<file path="src/sv/q2e_pkg.sv">
// shared constants, types and functions of the quaternion to euler angle converter
// no dependencies
`timescale 1ns / 1ps
`default_nettype none
package q2e_pkg;

  localparam int QUAT_WIDTH    = 16;
  localparam int CORDIC_STAGES = 16;
  localparam int FRAC_BITS     = QUAT_WIDTH - 2;
  localparam int MAT_FRAC      = 28;
  localparam int PROD_DOWN     = (2 * FRAC_BITS >= MAT_FRAC) ? 2 * FRAC_BITS - MAT_FRAC : 0;
  localparam int PROD_UP       = (2 * FRAC_BITS < MAT_FRAC) ? MAT_FRAC - 2 * FRAC_BITS : 0;
  localparam int PROD_W        = MAT_FRAC + 4;
  localparam int MAT_W         = MAT_FRAC + 8;
  localparam int A_W           = MAT_FRAC + 2;
  localparam int SQ_W          = 2 * MAT_FRAC + 1;
  localparam int ROOT_W        = MAT_FRAC + 1;
  localparam int TRIAL_W       = SQ_W + 2;
  localparam int CW            = MAT_W + 2;
  localparam int ANG_W         = 32;
  localparam int UNITS         = 23040;
  localparam int HALF_UNITS    = 11520;
  localparam int PITCH_LIMIT   = 5760;
  localparam int CONV_W        = ANG_W + 16;
  localparam int ROLL_W        = 15;
  localparam int PITCH_W       = 14;
  localparam int HEAD_W        = 15;
  localparam int IDX_W         = 5;

  localparam logic [ANG_W-1:0] QUARTER_POS = 32'h4000_0000;
  localparam logic [ANG_W-1:0] QUARTER_NEG = 32'hC000_0000;

  typedef logic signed [QUAT_WIDTH-1:0] comp_t;
  typedef logic signed [PROD_W-1:0] prod_val_t;

  typedef struct packed {
    prod_val_t ww, xx, zz, xy, wz, xz, wy, yz, wx;
  } prod_t;

  typedef struct packed {
    logic signed [MAT_W-1:0] m11;
    logic signed [MAT_W-1:0] m12;
    logic signed [MAT_W-1:0] m23;
    logic signed [MAT_W-1:0] m33;
    logic                    clamped;
  } mat_t;

  typedef struct packed {
    logic [SQ_W-1:0]        rem;
    logic [ROOT_W-1:0]      root;
    logic signed [A_W-1:0]  a;
    mat_t                   mat;
  } sq_t;

  typedef struct packed {
    logic signed [CW-1:0] x;
    logic signed [CW-1:0] y;
    logic [ANG_W-1:0]     z;
    logic                 zero;
  } chan_t;

  typedef struct packed {
    chan_t roll;
    chan_t pitch;
    chan_t yaw;
    logic  clamped;
  } cd_t;

  function automatic prod_val_t prod(input comp_t a, input comp_t b);
    logic signed [2*QUAT_WIDTH-1:0] p;
    prod_val_t r;
    p = a * b;
    r = PROD_W'(p >>> PROD_DOWN);
    return r <<< PROD_UP;
  endfunction

  function automatic logic [ANG_W-1:0] atan_ang(input logic [IDX_W-1:0] i);
    logic [ANG_W-1:0] v;
    case (i)
      5'd0:  v = 32'd536870912;
      5'd1:  v = 32'd316933406;
      5'd2:  v = 32'd167458907;
      5'd3:  v = 32'd85004756;
      5'd4:  v = 32'd42667331;
      5'd5:  v = 32'd21354465;
      5'd6:  v = 32'd10679838;
      5'd7:  v = 32'd5340245;
      5'd8:  v = 32'd2670163;
      5'd9:  v = 32'd1335087;
      5'd10: v = 32'd667544;
      5'd11: v = 32'd333772;
      5'd12: v = 32'd166886;
      5'd13: v = 32'd83443;
      5'd14: v = 32'd41722;
      5'd15: v = 32'd20861;
      5'd16: v = 32'd10430;
      5'd17: v = 32'd5215;
      5'd18: v = 32'd2608;
      5'd19: v = 32'd1304;
      5'd20: v = 32'd652;
      5'd21: v = 32'd326;
      5'd22: v = 32'd163;
      5'd23: v = 32'd81;
      5'd24: v = 32'd41;
      5'd25: v = 32'd20;
      5'd26: v = 32'd10;
      5'd27: v = 32'd5;
      5'd28: v = 32'd3;
      5'd29: v = 32'd1;
      5'd30: v = 32'd1;
      default: v = 32'd0;
    endcase
    return v;
  endfunction

  // quadrant fold for a left half-plane vector, zero vector flagged
  function automatic chan_t pre_rotate(input logic signed [CW-1:0] y,
                                       input logic signed [CW-1:0] x);
    chan_t c;
    c.zero = (x == '0) && (y == '0);
    c.x = x;
    c.y = y;
    c.z = '0;
    if (x[CW-1]) begin
      if (!y[CW-1]) begin
        c.x = y;
        c.y = -x;
        c.z = QUARTER_POS;
      end else begin
        c.x = -y;
        c.y = x;
        c.z = QUARTER_NEG;
      end
    end
    return c;
  endfunction

endpackage
`default_nettype wire

</file>
<file path="src/sv/q2e_sqrt_cell.sv">
// one bit of the floor square root for the pitch cosine, one cell of the root row
// depends on q2e_pkg
`timescale 1ns / 1ps
`default_nettype none
module q2e_sqrt_cell (
  input  wire logic                    clk,
  input  wire logic                    rst_n,
  input  wire logic [q2e_pkg::IDX_W-1:0] bit_idx,
  input  wire logic                    up_valid,
  output logic                         up_ready,
  input  wire q2e_pkg::sq_t            up_data,
  output logic                         dn_valid,
  input  wire logic                    dn_ready,
  output q2e_pkg::sq_t                 dn_data
);

  logic                            valid_r;
  q2e_pkg::sq_t                    data_r;
  q2e_pkg::sq_t                    data_nxt;
  logic [q2e_pkg::TRIAL_W-1:0]     trial;

  assign up_ready = !valid_r || dn_ready;
  assign dn_valid = valid_r;
  assign dn_data  = data_r;

  // (root + 2^b)^2 - root^2
  always_comb begin
    trial = (q2e_pkg::TRIAL_W'(up_data.root) << (6'(bit_idx) + 6'd1))
          + (q2e_pkg::TRIAL_W'(1) << {bit_idx, 1'b0});
    data_nxt = up_data;
    if (q2e_pkg::TRIAL_W'(up_data.rem) >= trial) begin
      data_nxt.rem  = up_data.rem - trial[q2e_pkg::SQ_W-1:0];
      data_nxt.root = up_data.root | (q2e_pkg::ROOT_W'(1) << bit_idx);
    end
  end

  always_ff @(posedge clk) begin
    if (!rst_n) begin
      valid_r <= 1'b0;
    end else if (up_ready) begin
      valid_r <= up_valid;
    end
  end

  always_ff @(posedge clk) begin
    if (up_ready && up_valid) begin
      data_r <= data_nxt;
    end
  end

endmodule
`default_nettype wire

</file>
<file path="config.mk">
export PLATFORM = sky130hd
export DESIGN_NAME = q2e_sqrt_cell
export DESIGN_NICKNAME = d
export VERILOG_FILES = /design/src/sv/q2e_pkg.sv /design/src/sv/q2e_sqrt_cell.sv
export SDC_FILE = /design/constraint.sdc
export NUM_CORES = 1
export LEC_CHECK = 0
export BUFFER_PORTS_ARGS = -buffer_cell sky130_fd_sc_hd__buf_2
export CAP_MARGIN = 30
export CORE_AREA = 2 2 210 212
export CTS_BUF_LIST = sky130_fd_sc_hd__clkbuf_8
export DETAILED_ROUTE_END_ITERATION = 7
export DIE_AREA = 0 0 212 214
export PLACE_DENSITY_LB_ADDON = 0.12
export SETUP_SLACK_MARGIN = 0.4
export SLEW_MARGIN = 20
export SYNTH_ARGS = -nofsm -noshare
export SYNTH_HDL_FRONTEND = slang
export SYNTH_SLANG_ARGS = --single-unit
</file>
<file path="constraint.sdc">
create_clock -name clk -period 11.8 [get_ports clk]
set_input_delay 1.18 -clock clk [delete_from_list [all_inputs] [get_ports clk]]
set_output_delay 1.18 -clock clk [all_outputs]
set_load 0.005 [all_outputs]
</file>
==> key figures <==
Clock network
  – Clk buf depth: 3
  – Clk sinks: 262
  – CTS tree: built
  – Root Buffer: clkbuf_8
  – Clk slew on worst S/H paths: about 0.060 ns
  – H-tree Lvls: 2
  – Post-CTS Setup Inserts: 0
  – TritonCTS Buffers: 46
  – Cts hold-fix bufs: 0
  – Clock latency on the worst-skew pair: 0.60 ns
  – # resized after CTS: 0

Setup path
  – WP buf/inv: 5
  – FF-to-FF Start: dn_valid$_SDFFE_PN0N_
  – Worst Setup Start Kind: input port
  – Worst endpoint data arrival time: between 9 and 10 ns
  – Critical Path RT: approximately 12 ns
  – Crit-path max cell delay: roughly 0.9 ns
  – CP delay by family, top: simple AND/OR/NAND/NOR gates
  – CP max stage cell: ha_2
  – Crit path max fanout: 37
  – Setup crit end kind: flip-flop
  – RR Endpoint: dn_data[256]$_DFFE_PP_
  – Setup CP Type: in -> reg
  – Flop2flop setup slack: between 9 and 10 ns
  – R2R depth: 3
  – Critical path's most frequent cell: nor2_1

Yosys
  – Top-count cell post-synth: edfxtp_1
  – Top FF cell, synth: edfxtp_1
  – Mapped Nets: ~2000
  – Post-synth top area share: 0.457
  – Register area share after synthesis: 0.458
  – Seq cells post-synth: approximately 260
  – Largest family of logic cells by synthesized area: compound AO/OA/AOI/OAI gates
  – Synth Area in Simple Gates: 0.130
  – Cell count after synthesis: about 1600
  – Area contributors post-synth: edfxtp_1 (46%), ha_1 (6.9%), nor2_1 (3.2%)
  – Yosys cell types: 83
  – Mapped Avg Cell Area: between 10 and 15 sq um
  – Number of flops mapped to enable cells by yosys: about 260
  – Most instantiated cells after synthesis: edfxtp_1 (261), nor2_1 (144), nand2_1 (143)
  – Ys Warns: 0
  – Fraction of synthesized area in multiplexers: 0.0795
  – Cell Area, Synth: between 15000 and 20000 sq um
  – Post-Synth Adder-Cell Area: 0.0698
  – Post-synthesis compound-gate area fraction: 0.182
  – Area leader, netlist: edfxtp_1
  – XOR/XNOR Fraction of Synth Area: 0.0550
  – Async SR Flop Fraction: 0

Floorplanning
  – Site row count: 76
  – Die area: 45400 sq um
  – Initial Utilization: 0.400
  – Die extent in x: 212 um
  – Core box area: roughly 43000 sq um
  – I/O pin count: approximately 530
  – Vertical die dimension: ~210 um

Global routing
  – Number of global-route vias before repair: roughly 15000
  – Initial antenna violation count: 26
  – GRT Util Overall: 0.298
  – First-pass GRT wire length: approximately 100000 um
  – Gr ovfl total: 0
  – Largest net degree at the start of global routing: 75

Worst hold path
  – Hold path endpoint: dn_data[20]$_DFFE_PP_
  – Hold path depth: 1
  – HP Class: in -> reg
  – Worst Hold Launch: up_data[20]

Run
  – Max-Cap Viols: 0

Detailed routing
  – Post-route ant nets: 0
  – Initial detailed-routing violation count: approximately 1300
  – Drt wl/cell: between 20 and 25 um
  – DRC Markers: 0
  – Via count: 15600
  – Routed WL: a little under 70000 um
  – Via density: 5.60
  – TritonRoute pass-1 iters: 6

Layout
  – Area delta synth->final: 24.3%
  – Fillers: between 4000 and 5000
  – Nets@finish: between 2000 and 3000
  – Layout cells sized above 1: 0.320

STA
  – Fin Hold WS: ~0.75 ns
  – Final hold vios: 0
  – Setup tns final: 0 ns
  – Final Critical Period: about 9.5 ns
  – Slew @ Worst Pin: around 0.96 ns
  – Setup violations, final: 0
  – RSZ-0062 raised after global routing: false
  – Final Max Tran Viols: 0
  – Final Skew: 0.0166 ns
  – Rel. slew slack: 0.351
  – Final Cycle Share: 0.808
  – F_max: between 100 and 150 MHz

Outcome
  – Status: finished clean

Pwr
  – Power per cell area: about 140 nW/um^2
  – Static Leakage: approximately 9.1 nW
  – Maximum vdd drop: a little under 70 uV

Placed design
  – Dpl hpwl: 56600 um
  – Number of I/O port buffers: about 530
  – Gpl congestion: a little under 1
cells in the final DEF, fill, tap and decap left out, types with 26 or more instances in the layout:
cell	count
mux2_2	29
ha_1	93
nor3_1	26
nand3_1	30
edfxtp_1	261
clkbuf_8	46
nand2_1	143
o21ai_0	97
xnor2_1	52
buf_2	533
inv_1	46
mux2i_1	45
nor2_1	144
a21oi_1	101
a21o_1	65
buf_4	26
xor2_1	51
state kept, by name, summed over array words and instances (netlist names):
register / cells
dn_data: 261
dn_valid: 1
how the worst max path moves through the flow:
stage               startpoint                endpoint  cells after the start
floorplan           bit_idx[0]  dn_data[238]$_DFFE_PP_                     34
global placement    bit_idx[0]  dn_data[197]$_DFFE_PP_                     35
detailed placement  bit_idx[0]  dn_data[187]$_DFFE_PP_                     37
CTS                 bit_idx[0]  dn_data[187]$_DFFE_PP_                     37
global route        bit_idx[0]  dn_data[189]$_DFFE_PP_                     35
finish              bit_idx[0]  dn_data[196]$_DFFE_PP_                     36
report_power, final:
part / total, mW / leakage (nW) / internal, mW / switching [mW]
combinational: 1.02 / 6.08 / 0.399 / 0.620
sequential: 1.16 / 2.54 / 1.14 / 0.0225
clock: 0.757 / 0.438 / 0.383 / 0.375
per-layer routing:
| metal | global-route usage | vias up | wire length, um |
|---|---|---|---|
| met1 | 0.362 | 7519 | 27500 |
| li1 | - | 7276 | - |
| met3 | 0.0905 | 133 | 5890 |
| met4 | 0.115 | 8 | 2330 |
| met2 | 0.494 | 663 | 33500 |
| met5 | 0 | - | 48 |
cell families (layout without fill, tap and decap cells):
group | count (synthesis) | count (layout)
other | 0 | 14
buffers and inverters | 109 | 676
adders and majority gates | 95 | 95
xor gates and xnor gates | 106 | 106
and+or+nand+nor | 475 | 475
DFF | 262 | 262
muxes | 105 | 105
AOI/OAI and AO/OA | 468 | 468
stage by stage:
| stage | total power [mW] | instance area, sq um | utilization | worst slack [ns] | std cells |
|---|---|---|---|---|---|
| after floorplan | 1.82 | 17100 | - | 3.08 | 1620 |
| after global placement | 2.18 | 20500 | 0.477 | 1.91 | 2694 |
| after detailed placement | 2.18 | 20500 | 0.478 | 1.83 | 2697 |
| after CTS | 2.95 | 21300 | 0.496 | 2.42 | 2771 |
| after global routing | 3.10 | 21300 | 0.497 | 1.71 | 2784 |
| final | 2.94 | 21300 | 0.497 | 2.27 | 2786 |
layout make-up:
class                           instances  area [sq um]  share of cell area
Clock inverter                         28           149             0.00698
Multi-Input combinational cell       1249          8860               0.416
Timing Repair Buffer                  562          2910               0.136
Tap cell                              585           732              0.0343
Inverter                               40           150             0.00704
Sequential cell                       262          7860               0.369
Clock buffer                           46           633              0.0297
Antenna cell                           14          35.0             0.00164
No activity file was read; power rests on OpenSTA's default activity.
