## src/sv/q2e_pkg.sv

```systemverilog
// shared constants, types and functions of the quaternion to euler angle converter
// no dependencies
`timescale 1ns / 1ps
`default_nettype none
package q2e_pkg;

  localparam int QUAT_WIDTH    = 16;
  localparam int CORDIC_STAGES = 16;
  localparam int FRAC_BITS     = QUAT_WIDTH - 2;
  localparam int MAT_FRAC      = 28;
  localparam int PROD_DOWN     = (2 * FRAC_BITS >= MAT_FRAC) ? 2 * FRAC_BITS - MAT_FRAC : 0;
  localparam int PROD_UP       = (2 * FRAC_BITS < MAT_FRAC) ? MAT_FRAC - 2 * FRAC_BITS : 0;
  localparam int PROD_W        = MAT_FRAC + 4;
  localparam int MAT_W         = MAT_FRAC + 8;
  localparam int A_W           = MAT_FRAC + 2;
  localparam int SQ_W          = 2 * MAT_FRAC + 1;
  localparam int ROOT_W        = MAT_FRAC + 1;
  localparam int TRIAL_W       = SQ_W + 2;
  localparam int CW            = MAT_W + 2;
  localparam int ANG_W         = 32;
  localparam int UNITS         = 23040;
  localparam int HALF_UNITS    = 11520;
  localparam int PITCH_LIMIT   = 5760;
  localparam int CONV_W        = ANG_W + 16;
  localparam int ROLL_W        = 15;
  localparam int PITCH_W       = 14;
  localparam int HEAD_W        = 15;
  localparam int IDX_W         = 5;

  localparam logic [ANG_W-1:0] QUARTER_POS = 32'h4000_0000;
  localparam logic [ANG_W-1:0] QUARTER_NEG = 32'hC000_0000;

  typedef logic signed [QUAT_WIDTH-1:0] comp_t;
  typedef logic signed [PROD_W-1:0] prod_val_t;

  typedef struct packed {
    prod_val_t ww, xx, zz, xy, wz, xz, wy, yz, wx;
  } prod_t;

  typedef struct packed {
    logic signed [MAT_W-1:0] m11;
    logic signed [MAT_W-1:0] m12;
    logic signed [MAT_W-1:0] m23;
    logic signed [MAT_W-1:0] m33;
    logic                    clamped;
  } mat_t;

  typedef struct packed {
    logic [SQ_W-1:0]        rem;
    logic [ROOT_W-1:0]      root;
    logic signed [A_W-1:0]  a;
    mat_t                   mat;
  } sq_t;

  typedef struct packed {
    logic signed [CW-1:0] x;
    logic signed [CW-1:0] y;
    logic [ANG_W-1:0]     z;
    logic                 zero;
  } chan_t;

  typedef struct packed {
    chan_t roll;
    chan_t pitch;
    chan_t yaw;
    logic  clamped;
  } cd_t;

  function automatic prod_val_t prod(input comp_t a, input comp_t b);
    logic signed [2*QUAT_WIDTH-1:0] p;
    prod_val_t r;
    p = a * b;
    r = PROD_W'(p >>> PROD_DOWN);
    return r <<< PROD_UP;
  endfunction

  function automatic logic [ANG_W-1:0] atan_ang(input logic [IDX_W-1:0] i);
    logic [ANG_W-1:0] v;
    case (i)
      5'd0:  v = 32'd536870912;
      5'd1:  v = 32'd316933406;
      5'd2:  v = 32'd167458907;
      5'd3:  v = 32'd85004756;
      5'd4:  v = 32'd42667331;
      5'd5:  v = 32'd21354465;
      5'd6:  v = 32'd10679838;
      5'd7:  v = 32'd5340245;
      5'd8:  v = 32'd2670163;
      5'd9:  v = 32'd1335087;
      5'd10: v = 32'd667544;
      5'd11: v = 32'd333772;
      5'd12: v = 32'd166886;
      5'd13: v = 32'd83443;
      5'd14: v = 32'd41722;
      5'd15: v = 32'd20861;
      5'd16: v = 32'd10430;
      5'd17: v = 32'd5215;
      5'd18: v = 32'd2608;
      5'd19: v = 32'd1304;
      5'd20: v = 32'd652;
      5'd21: v = 32'd326;
      5'd22: v = 32'd163;
      5'd23: v = 32'd81;
      5'd24: v = 32'd41;
      5'd25: v = 32'd20;
      5'd26: v = 32'd10;
      5'd27: v = 32'd5;
      5'd28: v = 32'd3;
      5'd29: v = 32'd1;
      5'd30: v = 32'd1;
      default: v = 32'd0;
    endcase
    return v;
  endfunction

  // quadrant fold for a left half-plane vector, zero vector flagged
  function automatic chan_t pre_rotate(input logic signed [CW-1:0] y,
                                       input logic signed [CW-1:0] x);
    chan_t c;
    c.zero = (x == '0) && (y == '0);
    c.x = x;
    c.y = y;
    c.z = '0;
    if (x[CW-1]) begin
      if (!y[CW-1]) begin
        c.x = y;
        c.y = -x;
        c.z = QUARTER_POS;
      end else begin
        c.x = -y;
        c.y = x;
        c.z = QUARTER_NEG;
      end
    end
    return c;
  endfunction

endpackage
`default_nettype wire

```

## src/sv/q2e_cordic_cell.sv

```systemverilog
// one vectoring cordic iteration for roll, pitch and yaw side by side
// depends on q2e_pkg
`timescale 1ns / 1ps
`default_nettype none
module q2e_cordic_cell (
  input  wire logic                      clk,
  input  wire logic                      rst_n,
  input  wire logic [q2e_pkg::IDX_W-1:0] iter,
  input  wire logic                      up_valid,
  output logic                           up_ready,
  input  wire q2e_pkg::cd_t              up_data,
  output logic                           dn_valid,
  input  wire logic                      dn_ready,
  output q2e_pkg::cd_t                   dn_data
);

  logic                        valid_r;
  q2e_pkg::cd_t                data_r;
  q2e_pkg::cd_t                data_nxt;
  logic [q2e_pkg::ANG_W-1:0]   da;

  function automatic q2e_pkg::chan_t step(input q2e_pkg::chan_t c,
                                          input logic [q2e_pkg::IDX_W-1:0] i,
                                          input logic [q2e_pkg::ANG_W-1:0] ang);
    q2e_pkg::chan_t r;
    logic signed [q2e_pkg::CW-1:0] dx;
    logic signed [q2e_pkg::CW-1:0] dy;
    r  = c;
    dx = c.y >>> i;
    dy = c.x >>> i;
    if (!c.y[q2e_pkg::CW-1]) begin
      r.x = c.x + dx;
      r.y = c.y - dy;
      r.z = c.z + ang;
    end else begin
      r.x = c.x - dx;
      r.y = c.y + dy;
      r.z = c.z - ang;
    end
    return r;
  endfunction

  assign up_ready = !valid_r || dn_ready;
  assign dn_valid = valid_r;
  assign dn_data  = data_r;

  always_comb begin
    da = q2e_pkg::atan_ang(iter);
    data_nxt = up_data;
    data_nxt.roll  = step(up_data.roll, iter, da);
    data_nxt.pitch = step(up_data.pitch, iter, da);
    data_nxt.yaw   = step(up_data.yaw, iter, da);
  end

  always_ff @(posedge clk) begin
    if (!rst_n) begin
      valid_r <= 1'b0;
    end else if (up_ready) begin
      valid_r <= up_valid;
    end
  end

  always_ff @(posedge clk) begin
    if (up_ready && up_valid) begin
      data_r <= data_nxt;
    end
  end

endmodule
`default_nettype wire

```

## config.mk

```make
export PLATFORM = sky130hd
export DESIGN_NAME = q2e_cordic_cell
export DESIGN_NICKNAME = d
export VERILOG_FILES = /design/src/sv/q2e_pkg.sv /design/src/sv/q2e_cordic_cell.sv
export SDC_FILE = /design/constraint.sdc
export NUM_CORES = 2
export LEC_CHECK = 0
export ABC_AREA = 1
export ABC_CLOCK_PERIOD_IN_PS = 44800
export BUFFER_PORTS_ARGS = -buffer_cell sky130_fd_sc_hd__clkbuf_2
export CAP_MARGIN = 20
export CORE_UTILIZATION = 50
export CTS_BUF_LIST = sky130_fd_sc_hd__clkbuf_2 sky130_fd_sc_hd__clkbuf_4 sky130_fd_sc_hd__clkbuf_8
export CTS_CLUSTER_SIZE = 14
export DETAILED_ROUTE_END_ITERATION = 8
export HOLD_SLACK_MARGIN = 0.08
export PLACE_DENSITY = 0.74
export SYNTH_ARGS = -nofsm -noshare
export SYNTH_HDL_FRONTEND = slang
export SYNTH_SLANG_ARGS = --single-unit
```

## constraint.sdc

```tcl
create_clock -name clk -period 44.8 [get_ports clk]
set_clock_uncertainty 0.05 [all_clocks]
set_input_delay 6.72 -clock clk [delete_from_list [all_inputs] [get_ports clk]]
set_output_delay 6.72 -clock clk [all_outputs]
set_load 0.005 [all_outputs]
```

==> flow_results.org <==
** STA
- Final TNS setup :: 0 ns
- Crit share post-route :: 30.95%
- Final max-slew violation count :: 0
- Setup repair after global routing left no endpoint under its margin.
- Static timing analysis puts the maximum clock frequency at 0.07211 GHz.
- The final hold violation count is 0.
- Transition time at the pin with the least slew margin :: 1.117 ns
- Headroom to the max-slew limit came out at 25.56%.
- The smallest clock period supported by the final layout is computed as 13.87 ns.
- Final setup violation count :: 0

** Pwr
- Total power per unit cell area :: 31.74 nW/um^2
- IR analysis of the VDD net gives a maximum drop of 0.00002960 V.
- Total leakage power :: 27.62 nW
- Total Power :: 0.001705 W

** Placed design
- Global placement routability congestion :: 1.038
- Dpl hpwl :: 165.1 mm
- Instance area at placement :: 52490 sq um
- During placement, the flow inserted port buffers numbering 666.

** Synthesis
- Gate Count Post-Synth :: 8117
- After synthesis the netlist holds a flip-flop and latch count of 329.
- Counting flops with an async set or reset pin after synthesis yields a share of 0%.
- Fraction of the yosys area taken by sequential cells :: 20.29%
- After Yosys synthesis, XOR and XNOR cells account for 7.708% of the synthesized area.
- The number of different library cells used by synthesis comes to 56.
- Of the total synthesized cell area, the portion taken by full adders, half adders and majority gates is 8.912%.
- Most frequent cell after synthesis :: sky130_fd_sc_hd__nand2_1
- Share of the synthesized area in the top cell type :: 21.14%
- Net count after synthesis :: 8795
- Summing the areas of all compound-gate instances in the mapped netlist gives 13.10% of the synthesized area.
- The biggest area contributor in the post-synthesis netlist is sky130_fd_sc_hd__nand2_1.
- Of the post-synthesis cell area, the part taken by muxes is 0%.
- Yosys warns :: 0
- Syn avg cell area :: 5.992 sq um
- Of the total synthesized cell area, the portion taken by AND, OR, NAND and NOR gates is 41.10%.
- Post-synthesis instance area :: 48640 sq um
- The commonest cells after synthesis are sky130_fd_sc_hd__nand2_1 (2739), sky130_fd_sc_hd__nand3_1 (1256), sky130_fd_sc_hd__inv_1 (776).
- Largest family of logic cells by synthesized area :: simple AND/OR/NAND/NOR gates
- Number of enable-type register cells in the synthesized netlist :: 328
- Biggest area contributors in the synthesized netlist :: sky130_fd_sc_hd__nand2_1 (21%), sky130_fd_sc_hd__edfxtp_1 (20%), sky130_fd_sc_hd__nand3_1 (13%)
- Flip-flop cell with the highest count after synthesis :: sky130_fd_sc_hd__edfxtp_1

** Setup path
- Crit path DAT :: 7.10 ns
- Nature of the critical path endpoint :: output port
- CP required :: 38.03 ns
- Critical path peak fanout :: 2
- The critical path is of the input pin to output port type.
- Kind of launch point of the worst setup path :: input pin

** Final layout
- After routing the design area is 53740 sq um.
- Layout overhead on the synthesized area :: 10.49%
- After the last flow step, the layout net total stands at 9259.
- Total of fill cells in the finished design :: 10080
- Final design utilization :: 55.65%
- Cells with a size suffix above 1 make up 9.692% of the layout.

** Global route
- The number of global-route vias before repair came to 52960.
- The total overflow left after global routing is 0.
- Antenna violations before repair :: 10
- Overall routing resource usage :: 39.18%
- The first global-routing pass estimated 299.7 mm of wire.
- Pin count of the biggest net entering global routing :: 131

** Clock network
- CTS built an H-tree with a depth of 2.
- The number of hold buffers added after CTS was 0.
- Clock-pin slew on the worst setup and hold paths :: 0.06 ns
- TritonCTS built the clock tree.
- The root buffer cell chosen for the clock tree is sky130_fd_sc_hd__clkbuf_8.
- In this run, post-CTS repair resized a total of 0 instances.
- In this run the deepest clock path goes through 3 buffers.
- Buffers inserted during clock tree synthesis total 54.
- The number of setup buffers added after CTS is 0.
- The clock reaches the later pin of the worst-skew pair after 0.75 ns.
- Counting every sink on the clock net gives 329.

** Floorplan
- Area of the core region :: 96570 sq um
- Die X-Extent :: 313.9 microns
- Die area :: 98520 sq um
- The floorplan has 114 rows.
- In this run the vertical extent of the chip is 313.9 microns.
- Initial Utilization :: 50.37%
- I/O pin cnt :: 667

** Detailed routing
- In the final routed layout, each cell accounts on average for 20.36 microns.
- Via count :: 57520
- Dividing the detail-routed via count by the number of cells gives 5.802.
- For this run, the detailed router's first-pass iteration total came to 7.
- Drt total wl :: 201.8 mm
- Final routed DRC violation total :: 0
- Post-DRT Antenna Nets :: 0
- Starting DRC count in detailed routing :: 6510

** Run
- Across the run, the number of max-cap violations was 0.

** Run status
- The flow ran to the end, and the final reports show no timing, DRC or antenna violations.

** Worst hold path
- The min-delay analysis places its worst path in the category flip-flop to flip-flop.
area by class of cell:
| class | count | area (sq um) | share of cell area, % |
|---|---|---|---|
| Clock buffer | 74 | 899.6 | 1.674 |
| Multi-Input combinational cell | 6715 | 34480 | 64.17 |
| Clock inverter | 27 | 317.8 | 0.5914 |
| Sequential cell | 329 | 9869 | 18.37 |
| Tap cell | 1276 | 1597 | 2.971 |
| Inverter | 788 | 2979 | 5.544 |
| Antenna cell | 12 | 30.03 | 0.05588 |
| Timing Repair Buffer | 693 | 3560 | 6.624 |
cells by family (layout without fill, tap and decap cells):
kind of cell | count (synthesis) | in the layout
simple gates | 4804 | 4804
compound gates | 1142 | 1142
buf+inv | 1073 | 1582
xor+xnor | 428 | 428
fa+ha+maj | 341 | 341
flops | 329 | 329
other cells | 0 | 12
power by group:
part	leakage [nW]	total, W	internal (W)	switching, W
sequential	3.18	0.000464	0.000443	0.0000209
combinational	23.8	0.000934	0.000315	0.000620
clock	0.624	0.000307	0.000171	0.000136
placed cells by master, fill, tap and decap left out, drive strengths merged, types with 7 or more instances in the layout:
| cell | n |
|---|---|
| nand2 | 2742 |
| o21bai | 21 |
| a31oi | 74 |
| a21o | 27 |
| o21ai | 440 |
| xor2 | 278 |
| o211ai | 44 |
| o21a | 34 |
| inv | 788 |
| nor3 | 45 |
| o221ai | 10 |
| nor2 | 659 |
| nand3 | 1259 |
| bufinv | 7 |
| nand4 | 57 |
| buf | 32 |
| fa | 9 |
| clkbuf | 735 |
| a211oi | 7 |
| diode | 12 |
| a21oi | 434 |
| nor4 | 15 |
| edfxtp | 328 |
| ha | 332 |
| a21boi | 20 |
| clkinv | 16 |
| xnor2 | 150 |
| nand3b | 15 |
critical path, stage by stage:
cell and delay [ns]:
sky130_fd_sc_hd__clkbuf_2 0.08, sky130_fd_sc_hd__inv_1 0.10, sky130_fd_sc_hd__nand2_1 0.08, sky130_fd_sc_hd__clkbuf_2 0.11
flip-flops by register name, summed over array words and instances, names as in the netlist:
signal / flops
dn_valid: 1
dn_data: 328
through the flow:
stage	worst slack, ns	std cells	hold slack [ns]
final	30.93	9914	0.5111
after global routing	30.89	9910	0.5718
after CTS	30.93	9902	0.5100
after detailed placement	30.94	9801	0.4984
after global placement	30.94	9801	0.4979
after floorplan	21.15	8117	0.4729
final timing paths:
| kind | start | endpoint | slack (ns) | cells after the start |
|---|---|---|---|---|
| max | dn_ready | up_ready | 30.93 | 4 |
| min | dn_valid$_SDFFE_PN0N_ | dn_valid$_SDFFE_PN0N_ | 0.51 | 2 |
| max reg2reg | dn_valid$_SDFFE_PN0N_ | dn_data[326]$_DFFE_PP_ | 41.38 | 4 |
| min reg2reg | dn_valid$_SDFFE_PN0N_ | dn_valid$_SDFFE_PN0N_ | 0.51 | 2 |
per-layer routing:
layer	GRT usage (%)	up-vias	share of wire, %
li1	-	27960	-
met1	46.62	26090	38
met2	64.48	2850	46
met3	7.072	619	8.7
met4	26.19	0	7.5
met5	0	-	0
No activity file was read; power rests on OpenSTA's default activity.
